[src/hw/rtl/pwbd_pkg.sv]
// Shared types, register indexes and color helper functions for the pixel write back end.
// No dependencies; imported by pwbd_color, pixel_write_blend_dither and the bench tb_top.
package pwbd_pkg;

    localparam int ADDR_W = 19;

    // Interlaced field selections; any other code draws every line.
    localparam logic [1:0] FIELD_EVEN = 2'd1;
    localparam logic [1:0] FIELD_ODD  = 2'd2;

    typedef enum logic [1:0] {
        BLEND_AVG = 2'd0,
        BLEND_ADD = 2'd1,
        BLEND_SUB = 2'd2,
        BLEND_QTR = 2'd3
    } blend_mode_t;

    typedef enum logic [2:0] {
        REG_FIELD_MODE  = 3'd0,
        REG_DRAW_LEFT   = 3'd1,
        REG_DRAW_RIGHT  = 3'd2,
        REG_DRAW_TOP    = 3'd3,
        REG_DRAW_BOTTOM = 3'd4,
        REG_CHECK_MASK  = 3'd5,
        REG_FORCE_MASK  = 3'd6,
        REG_BLEND_MODE  = 3'd7
    } reg_index_t;

    typedef struct packed {
        logic        semi;
        logic        dither;
        blend_mode_t mode;
    } color_ctrl_t;

    function automatic logic [7:0] expand5(input logic [4:0] v);
        return {v, v[4:2]};
    endfunction

    // Ordered 4x4 dither bias, indexed by {row[1:0], column[1:0]}.
    function automatic logic signed [3:0] dither_bias(input logic [3:0] idx);
        logic signed [3:0] b;
        case (idx)
            4'd0:    b = -4'sd4;
            4'd1:    b = 4'sd0;
            4'd2:    b = -4'sd3;
            4'd3:    b = 4'sd1;
            4'd4:    b = 4'sd2;
            4'd5:    b = -4'sd2;
            4'd6:    b = 4'sd3;
            4'd7:    b = -4'sd1;
            4'd8:    b = -4'sd3;
            4'd9:    b = 4'sd1;
            4'd10:   b = -4'sd4;
            4'd11:   b = 4'sd0;
            4'd12:   b = 4'sd3;
            4'd13:   b = -4'sd1;
            4'd14:   b = 4'sd2;
            4'd15:   b = -4'sd2;
            default: b = 4'sd0;
        endcase
        return b;
    endfunction

    // Expand a channel to 8 bits, add the bias, clamp to 0..255 and narrow back.
    function automatic logic [4:0] dither_ch(input logic [4:0] v, input logic signed [3:0] b);
        logic signed [9:0] t;
        t = $signed({2'b00, expand5(v)}) + $signed({{6{b[3]}}, b});
        if (t[9])
            return 5'd0;
        else if (t[8])
            return 5'd31;
        else
            return t[7:3];
    endfunction

endpackage

[src/hw/rtl/pixel_write_blend_dither.sv]
// Top level of the pixel write back end: clip, field and mask tests, address and final word.
// Depends on pwbd_pkg and instantiates pwbd_color for the dither and blend stages.
//
// Channel   Ports                                              Direction
// request   start, busy (out), pos_x, pos_y, pixel_color,      in
//           semi_transparent, dither_enable, dest_pixel
// result    result_valid, write_enable, write_address,         out
//           write_value
// config    psel, penable, pwrite, paddr, pwdata, prdata,      in / out
//           pready
//
// A request is taken every cycle; busy is tied low. Each request gives one result,
// strobed by result_valid for one cycle, after passing the three register stages:
// dither and tests, blend and address add, final word. The receiver cannot stall,
// so the pipeline always advances. Reset clears the valid bits and loads the register
// defaults; it is asynchronous and active low.
module pixel_write_blend_dither
    import pwbd_pkg::*;
#(
    parameter int SCREEN_WIDTH  = 1024,
    parameter int SCREEN_HEIGHT = 512
)
(
    input  logic                     clk,
    input  logic                     rst_n,
    input  logic                     start,
    output logic                     busy,
    input  logic signed [11:0]       pos_x,
    input  logic signed [11:0]       pos_y,
    input  logic [15:0]              pixel_color,
    input  logic                     semi_transparent,
    input  logic                     dither_enable,
    input  logic [15:0]              dest_pixel,
    output logic                     result_valid,
    output logic                     write_enable,
    output logic [ADDR_W-1:0]        write_address,
    output logic [15:0]              write_value,
    input  logic                     psel,
    input  logic                     penable,
    input  logic                     pwrite,
    input  logic [4:0]               paddr,
    input  logic [31:0]              pwdata,
    output logic [31:0]              prdata,
    output logic                     pready
);

    localparam logic [11:0] SCR_W = 12'(SCREEN_WIDTH);
    localparam logic [11:0] SCR_H = 12'(SCREEN_HEIGHT);

    // Configuration registers
    logic [1:0]  field_mode_reg;
    logic [9:0]  draw_left_reg;
    logic [9:0]  draw_right_reg;
    logic [8:0]  draw_top_reg;
    logic [8:0]  draw_bottom_reg;
    logic        check_mask_reg;
    logic        force_mask_reg;
    blend_mode_t blend_mode_reg;

    logic        cfg_write;
    reg_index_t  cfg_idx;

    assign pready    = 1'b1;
    assign busy      = 1'b0;
    assign cfg_write = psel & penable & pwrite & pready;
    assign cfg_idx   = reg_index_t'(paddr[4:2]);

    always_ff @(posedge clk or negedge rst_n)
    begin
        if (!rst_n)
        begin
            field_mode_reg  <= 2'd0;
            draw_left_reg   <= 10'd0;
            draw_right_reg  <= 10'd1023;
            draw_top_reg    <= 9'd0;
            draw_bottom_reg <= 9'd511;
            check_mask_reg  <= 1'b0;
            force_mask_reg  <= 1'b0;
            blend_mode_reg  <= BLEND_AVG;
        end
        else if (cfg_write)
        begin
            case (cfg_idx)
                REG_FIELD_MODE:  field_mode_reg  <= pwdata[1:0];
                REG_DRAW_LEFT:   draw_left_reg   <= pwdata[9:0];
                REG_DRAW_RIGHT:  draw_right_reg  <= pwdata[9:0];
                REG_DRAW_TOP:    draw_top_reg    <= pwdata[8:0];
                REG_DRAW_BOTTOM: draw_bottom_reg <= pwdata[8:0];
                REG_CHECK_MASK:  check_mask_reg  <= pwdata[0];
                REG_FORCE_MASK:  force_mask_reg  <= pwdata[0];
                REG_BLEND_MODE:  blend_mode_reg  <= blend_mode_t'(pwdata[1:0]);
                default:         field_mode_reg  <= field_mode_reg;
            endcase
        end
    end

    always_comb
    begin
        case (cfg_idx)
            REG_FIELD_MODE:  prdata = {30'd0, field_mode_reg};
            REG_DRAW_LEFT:   prdata = {22'd0, draw_left_reg};
            REG_DRAW_RIGHT:  prdata = {22'd0, draw_right_reg};
            REG_DRAW_TOP:    prdata = {23'd0, draw_top_reg};
            REG_DRAW_BOTTOM: prdata = {23'd0, draw_bottom_reg};
            REG_CHECK_MASK:  prdata = {31'd0, check_mask_reg};
            REG_FORCE_MASK:  prdata = {31'd0, force_mask_reg};
            REG_BLEND_MODE:  prdata = {30'd0, blend_mode_reg};
            default:         prdata = 32'd0;
        endcase
    end

    // Stage 1: write tests and the row part of the address.
    logic              accept;
    logic [11:0]       x_u;
    logic [11:0]       y_u;
    logic              x_in;
    logic              y_in;
    logic              field_ok;
    logic              s1_ok_next;
    logic [19:0]       row_prod;
    logic              s1_valid_reg;
    logic              s1_ok_reg;
    logic [ADDR_W-1:0] s1_prod_reg;
    logic [9:0]        s1_x_reg;
    color_ctrl_t       color_ctrl;
    logic [15:0]       color_word;

    assign accept = start & ~busy;

    always_comb
    begin
        x_u = pos_x;
        y_u = pos_y;
        // A negative coordinate has its top bit set and so fails the screen bound.
        x_in = (x_u >= {2'b00, draw_left_reg}) && (x_u <= {2'b00, draw_right_reg})
               && (x_u < SCR_W);
        y_in = (y_u >= {3'b000, draw_top_reg}) && (y_u <= {3'b000, draw_bottom_reg})
               && (y_u < SCR_H);
        if (field_mode_reg == FIELD_EVEN)
            field_ok = ~pos_y[0];
        else if (field_mode_reg == FIELD_ODD)
            field_ok = pos_y[0];
        else
            field_ok = 1'b1;
        s1_ok_next = x_in & y_in & field_ok & ~(check_mask_reg & dest_pixel[15]);
        row_prod   = {11'd0, y_u[8:0]} * {8'd0, SCR_W};
    end

    always_ff @(posedge clk or negedge rst_n)
    begin
        if (!rst_n)
            s1_valid_reg <= 1'b0;
        else
            s1_valid_reg <= accept;
    end

    always_ff @(posedge clk)
    begin
        s1_ok_reg   <= s1_ok_next;
        s1_prod_reg <= row_prod[ADDR_W-1:0];
        s1_x_reg    <= x_u[9:0];
    end

    assign color_ctrl = '{semi: semi_transparent, dither: dither_enable, mode: blend_mode_reg};

    pwbd_color u_color
    (
        .clk         (clk),
        .ctrl        (color_ctrl),
        .dither_idx  ({pos_y[1:0], pos_x[1:0]}),
        .pixel_color (pixel_color),
        .dest_pixel  (dest_pixel),
        .color_out   (color_word)
    );

    // Stage 2: finish the address; the color path blends alongside.
    logic              s2_valid_reg;
    logic              s2_ok_reg;
    logic [ADDR_W-1:0] s2_addr_reg;
    logic [ADDR_W-1:0] s2_addr_next;

    assign s2_addr_next = s1_prod_reg + {{(ADDR_W-10){1'b0}}, s1_x_reg};

    always_ff @(posedge clk or negedge rst_n)
    begin
        if (!rst_n)
            s2_valid_reg <= 1'b0;
        else
            s2_valid_reg <= s1_valid_reg;
    end

    always_ff @(posedge clk)
    begin
        s2_ok_reg   <= s1_ok_reg;
        s2_addr_reg <= s2_addr_next;
    end

    // Stage 3: a skipped write shows zero address and value.
    logic              out_valid_reg;
    logic              out_we_reg;
    logic [ADDR_W-1:0] out_addr_reg;
    logic [ADDR_W-1:0] out_addr_next;
    logic [15:0]       out_value_reg;
    logic [15:0]       out_value_next;

    always_comb
    begin
        if (s2_ok_reg)
        begin
            out_addr_next  = s2_addr_reg;
            out_value_next = {color_word[15] | force_mask_reg, color_word[14:0]};
        end
        else
        begin
            out_addr_next  = '0;
            out_value_next = 16'd0;
        end
    end

    always_ff @(posedge clk or negedge rst_n)
    begin
        if (!rst_n)
            out_valid_reg <= 1'b0;
        else
            out_valid_reg <= s2_valid_reg;
    end

    always_ff @(posedge clk)
    begin
        out_we_reg    <= s2_ok_reg;
        out_addr_reg  <= out_addr_next;
        out_value_reg <= out_value_next;
    end

    assign result_valid  = out_valid_reg;
    assign write_enable  = out_we_reg;
    assign write_address = out_addr_reg;
    assign write_value   = out_value_reg;

endmodule

[src/hw/rtl/pwbd_color.sv]
// Two-stage color path: ordered dither, then semi-transparent blend with the destination.
// Depends on pwbd_pkg for the control struct, dither table and channel helpers.
module pwbd_color
    import pwbd_pkg::*;
(
    input  logic        clk,
    input  color_ctrl_t ctrl,
    input  logic [3:0]  dither_idx,
    input  logic [15:0] pixel_color,
    input  logic [15:0] dest_pixel,
    output logic [15:0] color_out
);

    logic [14:0]       a_color_reg, a_color_next;
    logic              a_mask_reg, a_mask_next;
    logic [14:0]       a_dest_reg;
    logic              a_semi_reg;
    blend_mode_t       a_mode_reg;
    logic [15:0]       b_color_reg, b_color_next;
    logic signed [3:0] bias;

    // Stage A: dither. The source mask bit survives only when the color is untouched.
    always_comb
    begin
        bias = dither_bias(dither_idx);
        if (ctrl.dither)
        begin
            a_color_next = {dither_ch(pixel_color[14:10], bias),
                            dither_ch(pixel_color[9:5], bias),
                            dither_ch(pixel_color[4:0], bias)};
        end
        else
        begin
            a_color_next = pixel_color[14:0];
        end
        a_mask_next = pixel_color[15] & ~ctrl.dither & ~ctrl.semi;
    end

    always_ff @(posedge clk)
    begin
        a_color_reg <= a_color_next;
        a_mask_reg  <= a_mask_next;
        a_dest_reg  <= dest_pixel[14:0];
        a_semi_reg  <= ctrl.semi;
        a_mode_reg  <= ctrl.mode;
    end

    function automatic logic [4:0] blend_ch(input blend_mode_t mode, input logic [4:0] src,
                                            input logic [4:0] dst);
        logic [7:0] s;
        logic [7:0] d;
        logic [8:0] sum;
        logic [8:0] diff;
        logic [8:0] qsum;
        logic [7:0] r;
        s    = expand5(src);
        d    = expand5(dst);
        sum  = {1'b0, s} + {1'b0, d};
        diff = {1'b0, d} - {1'b0, s};
        qsum = {1'b0, d} + {3'b000, s[7:2]};
        case (mode)
            BLEND_AVG: r = sum[8:1];
            BLEND_ADD: r = sum[8] ? 8'hFF : sum[7:0];
            BLEND_SUB: r = diff[8] ? 8'h00 : diff[7:0];
            BLEND_QTR: r = qsum[8] ? 8'hFF : qsum[7:0];
            default:   r = sum[8:1];
        endcase
        return r[7:3];
    endfunction

    // Stage B: when semi-transparent, blend each channel with the destination word; else pass color and mask on.
    always_comb
    begin
        if (a_semi_reg)
        begin
            b_color_next = {1'b0,
                            blend_ch(a_mode_reg, a_color_reg[14:10], a_dest_reg[14:10]),
                            blend_ch(a_mode_reg, a_color_reg[9:5], a_dest_reg[9:5]),
                            blend_ch(a_mode_reg, a_color_reg[4:0], a_dest_reg[4:0])};
        end
        else
        begin
            b_color_next = {a_mask_reg, a_color_reg};
        end
    end

    always_ff @(posedge clk)
    begin
        b_color_reg <= b_color_next;
    end

    assign color_out = b_color_reg;

endmodule

[config.mk]
export PLATFORM = sky130hd
export DESIGN_NAME = pixel_write_blend_dither
export DESIGN_NICKNAME = d
export VERILOG_FILES = /design/src/hw/rtl/pwbd_pkg.sv /design/src/hw/rtl/pixel_write_blend_dither.sv /design/src/hw/rtl/pwbd_color.sv
export SDC_FILE = /design/constraint.sdc
export NUM_CORES = 1
export LEC_CHECK = 0
export ABC_AREA = 1
export BUFFER_PORTS_ARGS = -buffer_cell sky130_fd_sc_hd__buf_4
export CAP_MARGIN = 40
export CORE_ASPECT_RATIO = 2
export CORE_MARGIN = 5
export CORE_UTILIZATION = 50
export CTS_CLUSTER_DIAMETER = 60
export DETAILED_ROUTE_END_ITERATION = 12
export PLACE_DENSITY = 0.72
export SKIP_CTS_REPAIR_TIMING = 1
export SLEW_MARGIN = 5
export SYNTH_ARGS = -nofsm -noshare
export SYNTH_HDL_FRONTEND = slang
export SYNTH_SLANG_ARGS = --single-unit
[constraint.sdc]
create_clock -name clk -period 1.89 [get_ports clk]
set_input_delay 0.4725 -clock clk [delete_from_list [all_inputs] [get_ports clk]]
set_output_delay 0.4725 -clock clk [all_outputs]
set_load 0.02 [all_outputs]
### Word level (Yosys, flattened, before mapping)

Memories as Yosys holds them, arrays and structs flattened.
Index checks and enable logic that the tools add are counted.

| storage, ports and cells | value |
|---|---|
| bits in registers | 173 |
| memory bits (read-only) | 64 |
| bits of input ports | 101 |
| output and inout port bits | 71 |
| word-level logic and storage cells | 108 |
| memories | 1 |

Memories:

| memory | depth | width | rd ports | clocked after Yosys merged registers in | wr ports | RTL line | RTL |
|---|---|---|---|---|---|---|---|
| (no name shown) | 16 | 4 | 1 | 0 | 0 | pwbd_pkg.sv:42 | `case (idx)` |

| cells by class | value |
|---|---|
| $add $sub $neg | 13 |
| magnitude comparators | 6 |
| eq/ne operators | 12 |
| mux-type cells | 23 |
| bitwise logic cells | 13 |
| reduce and logical (&&, ||, !) cells | 14 |

Operator list:

| cell | number |
|---|---|
| $pmux 32 s8 | 1 |
| $pmux 8 s4 | 3 |
| $mux 8 | 9 |
| $add 9x4->10 | 3 |
| $mux 15 | 2 |
| $mux 5 | 6 |
| $add 8x6->9 | 3 |
| $add 8x8->9 | 3 |
| $sub 8x8->9 | 3 |
| $add 19x10->19 | 1 |
| $reduce_and 2->1 | 8 |
| $eq 3x3->1 const B | 4 |
| $ge 12x10->1 | 1 |
| $ge 12x9->1 | 1 |
| $le 12x10->1 | 1 |
| $le 12x9->1 | 1 |
| $lt 12x10->1 const B | 1 |
| $lt 12x11->1 const B | 1 |
| $and 1x1->1 | 8 |
| $eq 2x2->1 const B | 3 |
| $eq 3x2->1 const B | 2 |
| $eq 2x1->1 const B | 2 |
| $logic_and 1x1->1 | 4 |
| $not 1->1 | 4 |
| other kinds (5) | 6 |

### Longest topological paths before layout

Gate-level depths: netlist of the first run.

| depth | value |
|---|---|
| depth in word-level cells | 6 |
| mapped depth | 16 |
| mapped depth without buffers | 15 |

### Modules after synthesis

A second synthesis of the first run with hierarchy kept.

| second synthesis, totals | value |
|---|---|
| cell total of the unflattened synthesis | 1,714 |
| area, all modules | 11,725.0 µm² |

By module, submodules not included:

| module | times used | cells each | area each (µm²) | seq. area each (µm²) |
|---|---|---|---|---|
| pwbd_color | 1 | 1,131 | 6,451.2 | 1,001.0 |
| pixel_write_blend_dither | 1 | 583 | 5,273.8 | 2,721.4 |

### Least setup slack after synthesis of the first run

OpenSTA, ideal clock, no wires.

| timing | value |
|---|---|
| path type | input to register |
| start point | input pos_x[0] |
| end point | register u_color.a_color_reg[12] |
| library setup time | 0.121 ns |
| arrival time | 2.123 ns |
| required time | 1.769 ns |
| path slack | -0.354 ns |
| stages | 12 |
| buffers on the path | 0 |
| path through | xor2_2 > inv_2 > ha_1 > inv_1 > o21ai_0 > inv_1 > nand2_1 > nand2_1 > nand3_1 > nand3_1 > nand2_1 > o21ai_0 |

| on the way | value |
|---|---|
| longest elaborated chain between the ends | 5 |

RTL lines:

| item | RTL line | RTL |
|---|---|---|
| from (decl) | pixel_write_blend_dither.sv:28 | `input logic signed [11:0] pos_x,` |
| $mem_v2 16x4 (*) | -- |  |
| $add 9x4->10 (*) | pwbd_pkg.sv:67 | `t = $signed({2'b00, expand5(v)}) + $signed({{6{b[3]}}, b});` |
| $mux 5 | pwbd_pkg.sv:70 | `else if (t[8])` |
| $mux 5 (*) | pwbd_pkg.sv:68 | `if (t[9])` |
| $mux 15 (*) | pwbd_color.sv:26 | `if (ctrl.dither)` |
| via u_color.a_color_next[12] | pwbd_color.sv:14 | `logic [14:0] a_color_reg, a_color_next;` |
| to (signal assigned) | pwbd_color.sv:41 | `a_color_reg <= a_color_next;` |
| to (decl) | pwbd_color.sv:14 |  |

Mark *: on every way through the listed nets, which the timed path passes. The rest lies on a longest branch.
A chain may end at the register's enable or synchronous reset.

### Final worst setup path of the first run

| timing | value |
|---|---|
| start point | input paddr[4] |
| end point | output prdata[5] |

| on the way | value |
|---|---|
| longest elaborated chain between the ends | 2 |

RTL lines:

| item | RTL line | RTL |
|---|---|---|
| from (decl) | pixel_write_blend_dither.sv:41 | `input logic [4:0] paddr,` |
| $eq 3x3->1 (tied with other cells) | pixel_write_blend_dither.sv:99 | `case (cfg_idx)` |
| $pmux 32 s8 (*) | pixel_write_blend_dither.sv:99 |  |
| to (decl) | pixel_write_blend_dither.sv:43 | `output logic [31:0] prdata,` |

Mark *: on every way between the ends. The rest lies on a longest branch, timed or not. The select of a mux whose other input is x is not followed.

==> results.py, run 1 <==
metrics = {
    "outcome": {
        "status": "complete, but fails checks",
        "failed_checks": "setup timing",
    },
    "synthesis": {
        "synth_fa_ha_area_share_pct": 11.94,
        "yosysUniqueCellTypes": 50,
        "ys_ff_latch": 173,
        "ys_seq_area_share_pct": 33.19,
        "synthMuxAreaShare_pct": 0,
        "synth_edf_count": 0,
        "synthesis.area_mm2": 0.01121,
        "synth_flop_cell": "dfxtp_1",
        "synthArstFlopShare_pct": 27.17,
        "synth_top_family_by_area": "simple AND/OR/NAND/NOR gates",
        "synth-xor-area-share_pct": 1.082,
        "synth_compound_area_share_pct": 8.870,
        "synthSimpleGateAreaFrac_pct": 31.64,
        "syn_avg_cell_area_um2": 6.715,
        "synthCells": 1670,
        "ys_warn_count": 0,
    },
    "die": {
        "core_mm2": 0.02216,
        "num_rows": 77,
        "die_height_um": 221.8,
        "die_w_um": 115.9,
        "die-area_mm2": 0.02571,
        "initial_utilization_pct": 50.61,
        "ios": 172,
    },
    "routing": {
        "drcViolationCount": 0,
        "post_drt_wl_per_cell_um": 15.70,
        "totalWireLength_mm": 34.94,
        "vias": 11480,
        "drt_iter0_drc": 546,
        "firstDrtPassIters": 7,
        "final_antenna_net_count": 0,
        "viasPerCell": 5.160,
    },
    "global_route": {
        "grt_max_degree": 48,
        "grt_pass1_wl_mm": 53.60,
        "antenna_found_initial": 0,
        "grt_usage_pct": 26.60,
        "grt_pass1_vias": 11520,
        "grt-ovfl-total": 0,
    },
    "sta": {
        "fmax_mhz": 491.8,
        "fin_crit_sh_pct": 107.6,
        "period_needed_ps": 2033,
        "drv_slew": 0,
        "tightest_slew_ps": 601.2,
        "max_slew_margin_pct": 59.92,
        "setup_slack_ps": -143.3,
        "final-hold-violation-count": 0,
        "rsz0062_at_grt": "true",
        "skew_ps": 9.289,
        "setup_viol": 23,
    },
    "worst_setup_path": {
        "startpoint": "paddr[4]",
        "worstPathMaxFanout": 7,
        "max_stage_delay_ps": 310,
        "startpoint_type": "input port",
        "worstRegToRegCells": 9,
        "r2r-end": "s1_ok_reg",
        "arrival_ps": 1560,
        "worstReg2RegStart": "draw_bottom_reg[7]",
        "crit_type": "in2out",
        "cp_cell_sequence": "buf_8 > buf_12 > nor3_4 > buf_6 > a22oi_2 > o221ai_2 > buf_4",
        "cp-endpoint": "prdata[5]",
        "critPathSlowestCell": "nor3_4",
        "cp.required_ps": 1420,
        "endpoint_kind": "output port",
        "ff2ff_setup_slack_ps": 40,
    },
    "cells_and_area": {
        "multi_input_area_mm2": 0.007156,
        "ff_latch_area_mm2": 0.003760,
        "nets": 2144,
        "layout_common_cells": "518 x nand2_1, 268 x buf_4, 264 x inv_1",
        "antenna_cells": 0,
        "layout_commonest_cell": "nand2_1",
        "nFillCells": 1893,
        "layout-drive-gt1-share_pct": 29.55,
        "final_cells": 2225,
        "syn_to_final_growth_pct": 35.64,
        "final_area_mm2": 0.01521,
    },
    "placed_design": {
        "place.gp.congestion": 0.9509,
        "place_hpwl_mm": 27.44,
        "io_buffers": 123,
        "dpl_cell_area_mm2": 0.01351,
        "dp_cells": 2180,
    },
    "clock_tree": {
        "path_clk_slew_ps": 80,
        "cts_num_sinks": 173,
        "cts_tree": "built",
        "cts-root-buf": "clkbuf_16",
        "clock_latency_ps": 460,
        "numCtsBuffers": 17,
        "clockBufferDepth": 2,
        "h-tree-depth": 4,
    },
    "job": {
        "max_cap_viol_count": 0,
    },
    "power_and_ir_drop": {
        "leakage_nw": 8.089,
        "vdd_drop_max_v": 0.0008049,
        "pwr_density_cell_mw_per_mm2": 906.0,
    },
    "hold_path": {
        "hold_class": "in2async",
    },
}
routing by layer:
metal | share of wire [%] | routed length (um) | GRT usage (%)
met3 | 3.7 | 1277 | 4.480
met2 | 57 | 20020 | 52.07
met4 | 8.7 | 3053 | 20.64
met1 | 30 | 10590 | 21.98
met5 | 0 | 0 | 0
area by class of cell:
cell class	instances	area share [%]
clock buffer	17	2.797
clock inverter	15	1.407
inverter	292	7.304
multi-input combinational	1169	47.04
sequential	173	24.72
tap	276	2.270
timing repair buffer	281	14.33
timing repair inverter	2	0.1316
Yosys cell counts, drive strengths merged, types with 2 or more instances:
cell type  instances  area, um2
a211oi             3      22.52
a21boi             3      22.52
a21oi             54      307.8
a22oi              8      60.06
a31oi              2      12.51
and2               2      12.51
buf               46      340.3
clkbuf            12      45.04
clkinv             2      7.510
conb               2      7.510
dfrtp             28      700.7
dfstp             19      499.2
dfxtp            126       2522
ha               107       1339
inv              290       1089
nand2            570       2155
nand3            125      630.6
nand3b             5      37.54
nand4             28      175.2
nor2             108      420.4
nor3              13      86.34
o211ai             3      22.52
o21ai             78      397.9
o21bai             5      41.29
o221ai             7      61.31
o22ai              2      12.51
or2                5      31.29
xor2              12      112.6
worst min path at each step:
| stage | cells past startpoint | end | startpoint | slack [ps] |
|---|---|---|---|---|
| 2_1_floorplan | 0 | blend_mode_reg[0] | rst_n | 180 |
| 3_3_place_gp | 0 | s2_addr_reg[9] | s1_x_reg[9] | 310 |
| 3_5_place_dp | 0 | s2_addr_reg[17] | s1_prod_reg[17] | 310 |
| 4_1_cts | 1 | draw_left_reg[6] | rst_n | 8 |
| 5_1_grt | 1 | draw_left_reg[6] | rst_n | 40 |
| 6_report | 1 | draw_left_reg[6] | rst_n | 8 |
metrics by stage:
stage                     util, %  hold slack [ps]  total power, W  setup TNS (ps)  setup WS, ps
after detailed placement    60.99            312.1        0.009297           -8541        -429.2
after global placement      60.99            310.4        0.009200           -7896        -423.1
after floorplan                 -            176.9        0.007555           -2070        -156.3
after global routing        68.64            39.79         0.01467           -3855        -190.5
after CTS                   63.87            8.206         0.01302           -2916        -266.4
final                       68.64            7.777         0.01378           -1639        -143.3
cells by family after synthesis:
| logic type | count (synthesis) |
|---|---|
| AO/OA/AOI/OAI | 169 |
| XOR/XNOR | 13 |
| adder cells (fa/ha/maj) | 107 |
| buffers and inverters | 350 |
| flip-flops | 173 |
| other | 2 |
| AND/OR/NAND/NOR | 856 |
worst max-delay path, delay by kind of cell:
kind,cells,cell delay (ps)
compound gates,2,150
buf+inv,4,620
simple gates,1,310
power breakdown:
| group | internal (W) | total (W) | switching, W |
|---|---|---|---|
| registers | 0.00411 | 0.00439 | 0.000283 |
| logic | 0.00242 | 0.00567 | 0.00325 |
| clock network | 0.00185 | 0.00372 | 0.00187 |
Power figures use the tool's default switching activity.
==> run 2: changes to the inputs <==
==> constraint.sdc (replaced) <==
create_clock -name clk -period 1.89 [get_ports clk]
set_input_delay 0.2835 -clock clk [delete_from_list [all_inputs] [get_ports clk]]
set_output_delay 0.2835 -clock clk [all_outputs]
set_load 0.02 [all_outputs]
==> run 2 against run 1 <==
  * The run now ends clean
  * Total power fell by 2.0%
  * Sequential cell count unchanged
  * Fmax is 10% higher
  * Sequential power is essentially flat
  * Die area is the same
  * Clock power barely moved
  * Register-to-register slack barely moved
  * Via count rose by 0.34%
  * Non-clock buffer count increased by 21
  * Critical endpoint is now prdata[0]
  * Largest cell class unchanged
  * Highest routed layer unchanged
==> results.py, run 2 (synthesis gave the netlist of run 1 again) <==
metrics = {
    "outcome": {
        "status": "complete, no violations",
    },
    "global_route": {
        "grt_max_degree": 48,
        "grt_pass1_wl_mm": 53.31,
        "grt_usage_pct": 26.43,
        "antenna_found_initial": 0,
        "grt_pass1_vias": 11380,
        "grt-ovfl-total": 0,
    },
    "clock_tree": {
        "cts_tree": "built",
        "h-tree-depth": 4,
        "cts-root-buf": "clkbuf_16",
        "clockBufferDepth": 2,
        "numCtsBuffers": 17,
        "path_clk_slew_ps": 80,
        "cts_num_sinks": 173,
        "clock_latency_ps": 460,
    },
    "power_and_ir_drop": {
        "pwr_density_cell_mw_per_mm2": 908.3,
        "leakage_nw": 8.076,
        "p_total_w": 0.01351,
        "power.internal_w": 0.008265,
        "seqPwrFrac_pct": 32.4,
        "vdd_drop_max_v": 0.0008710,
        "power_frac_clock_pct": 27.6,
        "p_switching_w": 0.005246,
        "power_frac_comb_pct": 40.0,
        "swShare_pct": 38.83,
    },
    "placed_design": {
        "place_hpwl_mm": 27.11,
        "dp_slack_ps": -351.8,
        "place.gp.congestion": 0.9464,
        "dpl_cell_area_mm2": 0.01321,
        "io_buffers": 123,
    },
    "cells_and_area": {
        "antenna_cells": 0,
        "final_area_mm2": 0.01488,
        "layout-drive-gt1-share_pct": 23.78,
        "layout_commonest_cell": "nand2_1",
        "layout_common_cells": "536 x nand2_1, 275 x inv_1, 267 x buf_4",
        "syn_to_final_growth_pct": 32.65,
        "nets": 2163,
    },
    "routing": {
        "wl_met1_mm": 10.87,
        "totalWireLength_mm": 34.69,
        "met3_length_mm": 1.304,
        "post_drt_wl_per_cell_um": 15.46,
        "firstDrtPassIters": 6,
        "drt_iter0_drc": 544,
        "dr.max_layer_used": "met4",
        "final_antenna_net_count": 0,
        "drcViolationCount": 0,
        "vias": 11520,
        "wl_met2_mm": 19.47,
        "viasPerCell": 5.134,
    },
    "die": {
        "ios": 172,
        "die-area_mm2": 0.02571,
        "initial_utilization_pct": 50.61,
        "core_mm2": 0.02216,
        "die_w_um": 115.9,
        "num_rows": 77,
        "die_height_um": 221.8,
    },
    "worst_setup_path": {
        "startpoint_type": "flip-flop",
        "endpoint_kind": "output port",
        "cp.required_ps": 1610,
        "arrival_ps": 1570,
        "critPathSlowestCell": "dfrtp_1",
        "max_stage_delay_ps": 400,
        "crit_family": "compound AO/OA/AOI/OAI gates",
        "crit_type": "reg2out",
        "worstPathMaxFanout": 3,
        "startpoint": "draw_left_reg[0]",
        "cp_cell_sequence": "a22o_1 > a21oi_1 > o211ai_1 > buf_4",
        "worst-path-buf-inv": 1,
        "worstReg2RegStart": "u_color.a_color_reg[9]",
    },
    "hold_path": {
        "min_from": "pixel_color[6]",
        "hold_class": "in2reg",
    },
    "sta": {
        "tightest_slew_ps": 614.1,
        "final-hold-violation-count": 0,
        "setup_slack_ps": 41.42,
        "skew_ps": 10.39,
        "fin_crit_sh_pct": 97.81,
        "fmax_mhz": 541.0,
        "setup_viol": 0,
        "rsz0062_at_grt": "true",
        "max_slew_margin_pct": 59.06,
        "period_needed_ps": 1849,
        "drv_slew": 0,
    },
    "job": {
        "max_cap_viol_count": 0,
    },
}
==> run 2: cell types whose count changed in the layout (fill, tap and decap cells not counted), sizes merged <==
cell | previous run | this run
clkinv | 8 | 9
inv | 301 | 298
buf | 281 | 267
dlygate4sd3 | 0 | 35
==> run 2: area by class of cell <==
type	count	area, um2
fillers	1898	7283
multi-input cells	1169	6668
flip-flops and latches	173	3757
repair buffers	302	2355
inverters	292	1101
clock buffers	17	425.4
well taps	276	345.3
clock inverters	15	224.0
==> run 2: final timing paths <==
path,cells after the start,endpoint,slack (ps)
max in group asynchronous,2,force_mask_reg,1050
worst min-delay path,3,u_color.a_color_reg[6],40
worst max-delay path,4,prdata[0],40
worst min register to register,0,s2_addr_reg[4],320
worst max register to register,12,u_color.color_out[7],40
min in group asynchronous,2,draw_left_reg[7],360
==> run 2: metal layers <==
metal / global-route usage [%] / vias up
li1: - / 5754
met1: 22.35 / 5198
met2: 51.42 / 378
met3: 4.480 / 190
met4: 19.97 / 0
met5: 0 / -
==> run 2: per-stage QoR <==
stage / hold WS (ps) / utilization, % / cells / setup TNS [ps]
after floorplan: -12.09 / - / 1692 / 0
after global placement: 309.6 / 59.62 / 2168 / -4766
after detailed placement: 312.1 / 59.62 / 2168 / -5613
after CTS: -182.2 / 62.55 / 2200 / -1267
after global routing: 39.24 / 67.13 / 2244 / -281.4
final: 35.18 / 67.13 / 2244 / 0
==> run 2: power groups by stage <==
stage / logic, W / clock network, W / registers, W
finish: 0.00541 / 0.00373 / 0.00438
detailed placement: 0.00475 / 0 / 0.00443
floorplan: 0.00313 / 0 / 0.00435
global placement: 0.00467 / 0 / 0.00442
CTS: 0.00478 / 0.00381 / 0.00435
global route: 0.00602 / 0.00396 / 0.00442
==> run 2: worst register-to-register path, delay by kind of cell, from the launching register on <==
family,cells,cell delay (ps)
fa+ha+maj,1,340
flops,1,340
compound gates,3,390
simple gates,5,380
buf+inv,3,310
==> run 3: changes to the inputs <==
--- a/config.mk
+++ b/config.mk
@@ -9,7 +9,6 @@
 export BUFFER_PORTS_ARGS = -buffer_cell sky130_fd_sc_hd__buf_4
 export CAP_MARGIN = 40
 export CORE_ASPECT_RATIO = 2
-export CORE_MARGIN = 5
 export CORE_UTILIZATION = 50
 export CTS_CLUSTER_DIAMETER = 60
 export DETAILED_ROUTE_END_ITERATION = 12
==> run 3 against run 2 <==
  * Non-clock buffer count is 14 lower
  * Fmax is 0.21% higher
  * Global-route usage increased by 1.9 points
  * Hold slack got worse by 29 ps
  * Final cell count shrank 0.62%
  * Count of clock-buffer cells in the layout stayed put
  * Clock skew up 2.2 ps
  * Largest cell class unchanged
  * Wire length shrank 5.1%
  * Sequential share of layout area up 0.20 points
  * Via count fell by 0.95%
  * Utilization is 0.32 points lower
==> results.py, run 3 (synthesis gave the netlist of run 1 again) <==
metrics = {
    "outcome": {
        "status": "complete, no violations",
    },
    "placed_design": {
        "io_buffers": 123,
        "dp_slack_ps": -315.7,
        "dpl_cell_area_mm2": 0.01311,
        "place_hpwl_mm": 25.87,
        "place.gp.congestion": 0.9919,
    },
    "routing": {
        "vias": 11410,
        "totalWireLength_mm": 32.93,
        "drcViolationCount": 0,
        "firstDrtPassIters": 5,
        "final_antenna_net_count": 0,
        "drt_iter0_drc": 454,
        "viasPerCell": 5.117,
        "post_drt_wl_per_cell_um": 14.76,
    },
    "sta": {
        "setup_viol": 0,
        "skew_ps": 12.63,
        "fin_crit_sh_pct": 97.60,
        "max_slew_margin_pct": 59.53,
        "drv_slew": 0,
        "fin_setup_tns_ps": 0,
        "setup_slack_ps": 45.29,
        "final-hold-violation-count": 0,
        "fmax_mhz": 542.1,
        "rsz0062_at_grt": "true",
        "tightest_slew_ps": 607.0,
        "period_needed_ps": 1845,
    },
    "clock_tree": {
        "cts_tree": "built",
        "clockBufferDepth": 2,
        "cts_num_sinks": 173,
        "h-tree-depth": 4,
        "cts-root-buf": "clkbuf_16",
        "path_clk_slew_ps": 70,
        "clock_latency_ps": 460,
        "numCtsBuffers": 17,
    },
    "global_route": {
        "grt_usage_pct": 28.28,
        "grt_max_degree": 48,
        "grt_pass1_wl_mm": 49.74,
        "grt-ovfl-total": 0,
        "grt_pass1_vias": 10960,
        "antenna_found_initial": 0,
    },
    "hold_path": {
        "hold_class": "in2reg",
    },
    "cells_and_area": {
        "final_area_mm2": 0.01474,
        "ff_latch_area_mm2": 0.003752,
        "final_util_pct": 66.81,
        "layout_commonest_cell": "nand2_1",
        "nFillCells": 1853,
        "syn_to_final_growth_pct": 31.44,
        "layout_common_cells": "534 x nand2_1, 271 x inv_1, 250 x buf_4",
        "multi_input_area_mm2": 0.006651,
        "layout-drive-gt1-share_pct": 23.64,
        "nets": 2149,
        "antenna_cells": 0,
    },
    "die": {
        "num_rows": 77,
        "die-area_mm2": 0.02307,
        "ios": 172,
        "die_height_um": 213.8,
        "die_w_um": 107.9,
        "core_mm2": 0.02206,
        "initial_utilization_pct": 50.83,
    },
    "power_and_ir_drop": {
        "pwr_density_cell_mw_per_mm2": 904.9,
        "leakage_nw": 8.009,
        "vdd_drop_max_v": 0.001073,
        "p_total_w": 0.01334,
    },
    "worst_setup_path": {
        "cp-endpoint": "prdata[0]",
        "r2r-end": "s1_ok_reg",
        "ff2ff_setup_slack_ps": 80,
        "endpoint_kind": "output port",
        "cp.required_ps": 1610,
        "arrival_ps": 1560,
        "startpoint_type": "flip-flop",
        "worstRegToRegCells": 8,
        "worstPathMaxFanout": 3,
        "startpoint": "draw_left_reg[0]",
        "worstReg2RegStart": "draw_bottom_reg[7]",
        "crit_type": "reg2out",
    },
    "job": {
        "max_cap_viol_count": 0,
    },
}
-- run 3: critical path, cell delays in order (launching register included) --
cell and delay [ps]:
dfrtp_1 430, a22o_1 240, a21oi_1 130, o211ai_1 120, buf_4 180
-- run 3: worst min-delay path by stage --
stage | start | endpoint | slack [ps] | depth (start not counted)
floorplan | rst_n | blend_mode_reg[0] | -10 | 0
global placement | s1_x_reg[7] | s2_addr_reg[7] | 310 | 0
detailed placement | s1_prod_reg[15] | s2_addr_reg[15] | 310 | 0
CTS | rst_n | draw_left_reg[6] | -170 | 1
global route | pos_y[1] | s1_prod_reg[11] | 2 | 1
finish | pos_y[1] | s1_prod_reg[11] | 6 | 1
-- run 3: cell type report --
cell class	instances	area share, %
multi-input combinational	1169	45.12
clock buffer	17	2.886
clock inverter	15	1.418
tap	276	2.343
sequential	173	25.46
inverter	292	7.470
timing repair buffer	288	15.30
-- run 3: stage by stage --
stage / hold WS, ps / cells
final: 5.744 / 2230
after global routing: 2.015 / 2230
after CTS: -173.8 / 2186
after detailed placement: 312.1 / 2154
after global placement: 310.9 / 2154
after floorplan: -12.09 / 1692
-- run 3: layer usage --
layer / routed length, um / vias to the layer above / GRT usage, % / part of all wire, %
li1: - / 5727 / - / -
met1: 10540 / 5146 / 23.20 / 32
met2: 18420 / 367 / 55.39 / 56
met3: 1121 / 171 / 4.802 / 3.4
met4: 2840 / 0 / 25.41 / 8.6
met5: 0 / - / 0 / 0
-- run 3: power by group --
part | internal, W | leakage (nW) | switching (W)
clock network | 0.00184 | 0.305 | 0.00181
logic | 0.00224 | 6.10 | 0.00308
registers | 0.00411 | 1.60 | 0.000260
total | 0.00819 | 8.01 | 0.00515
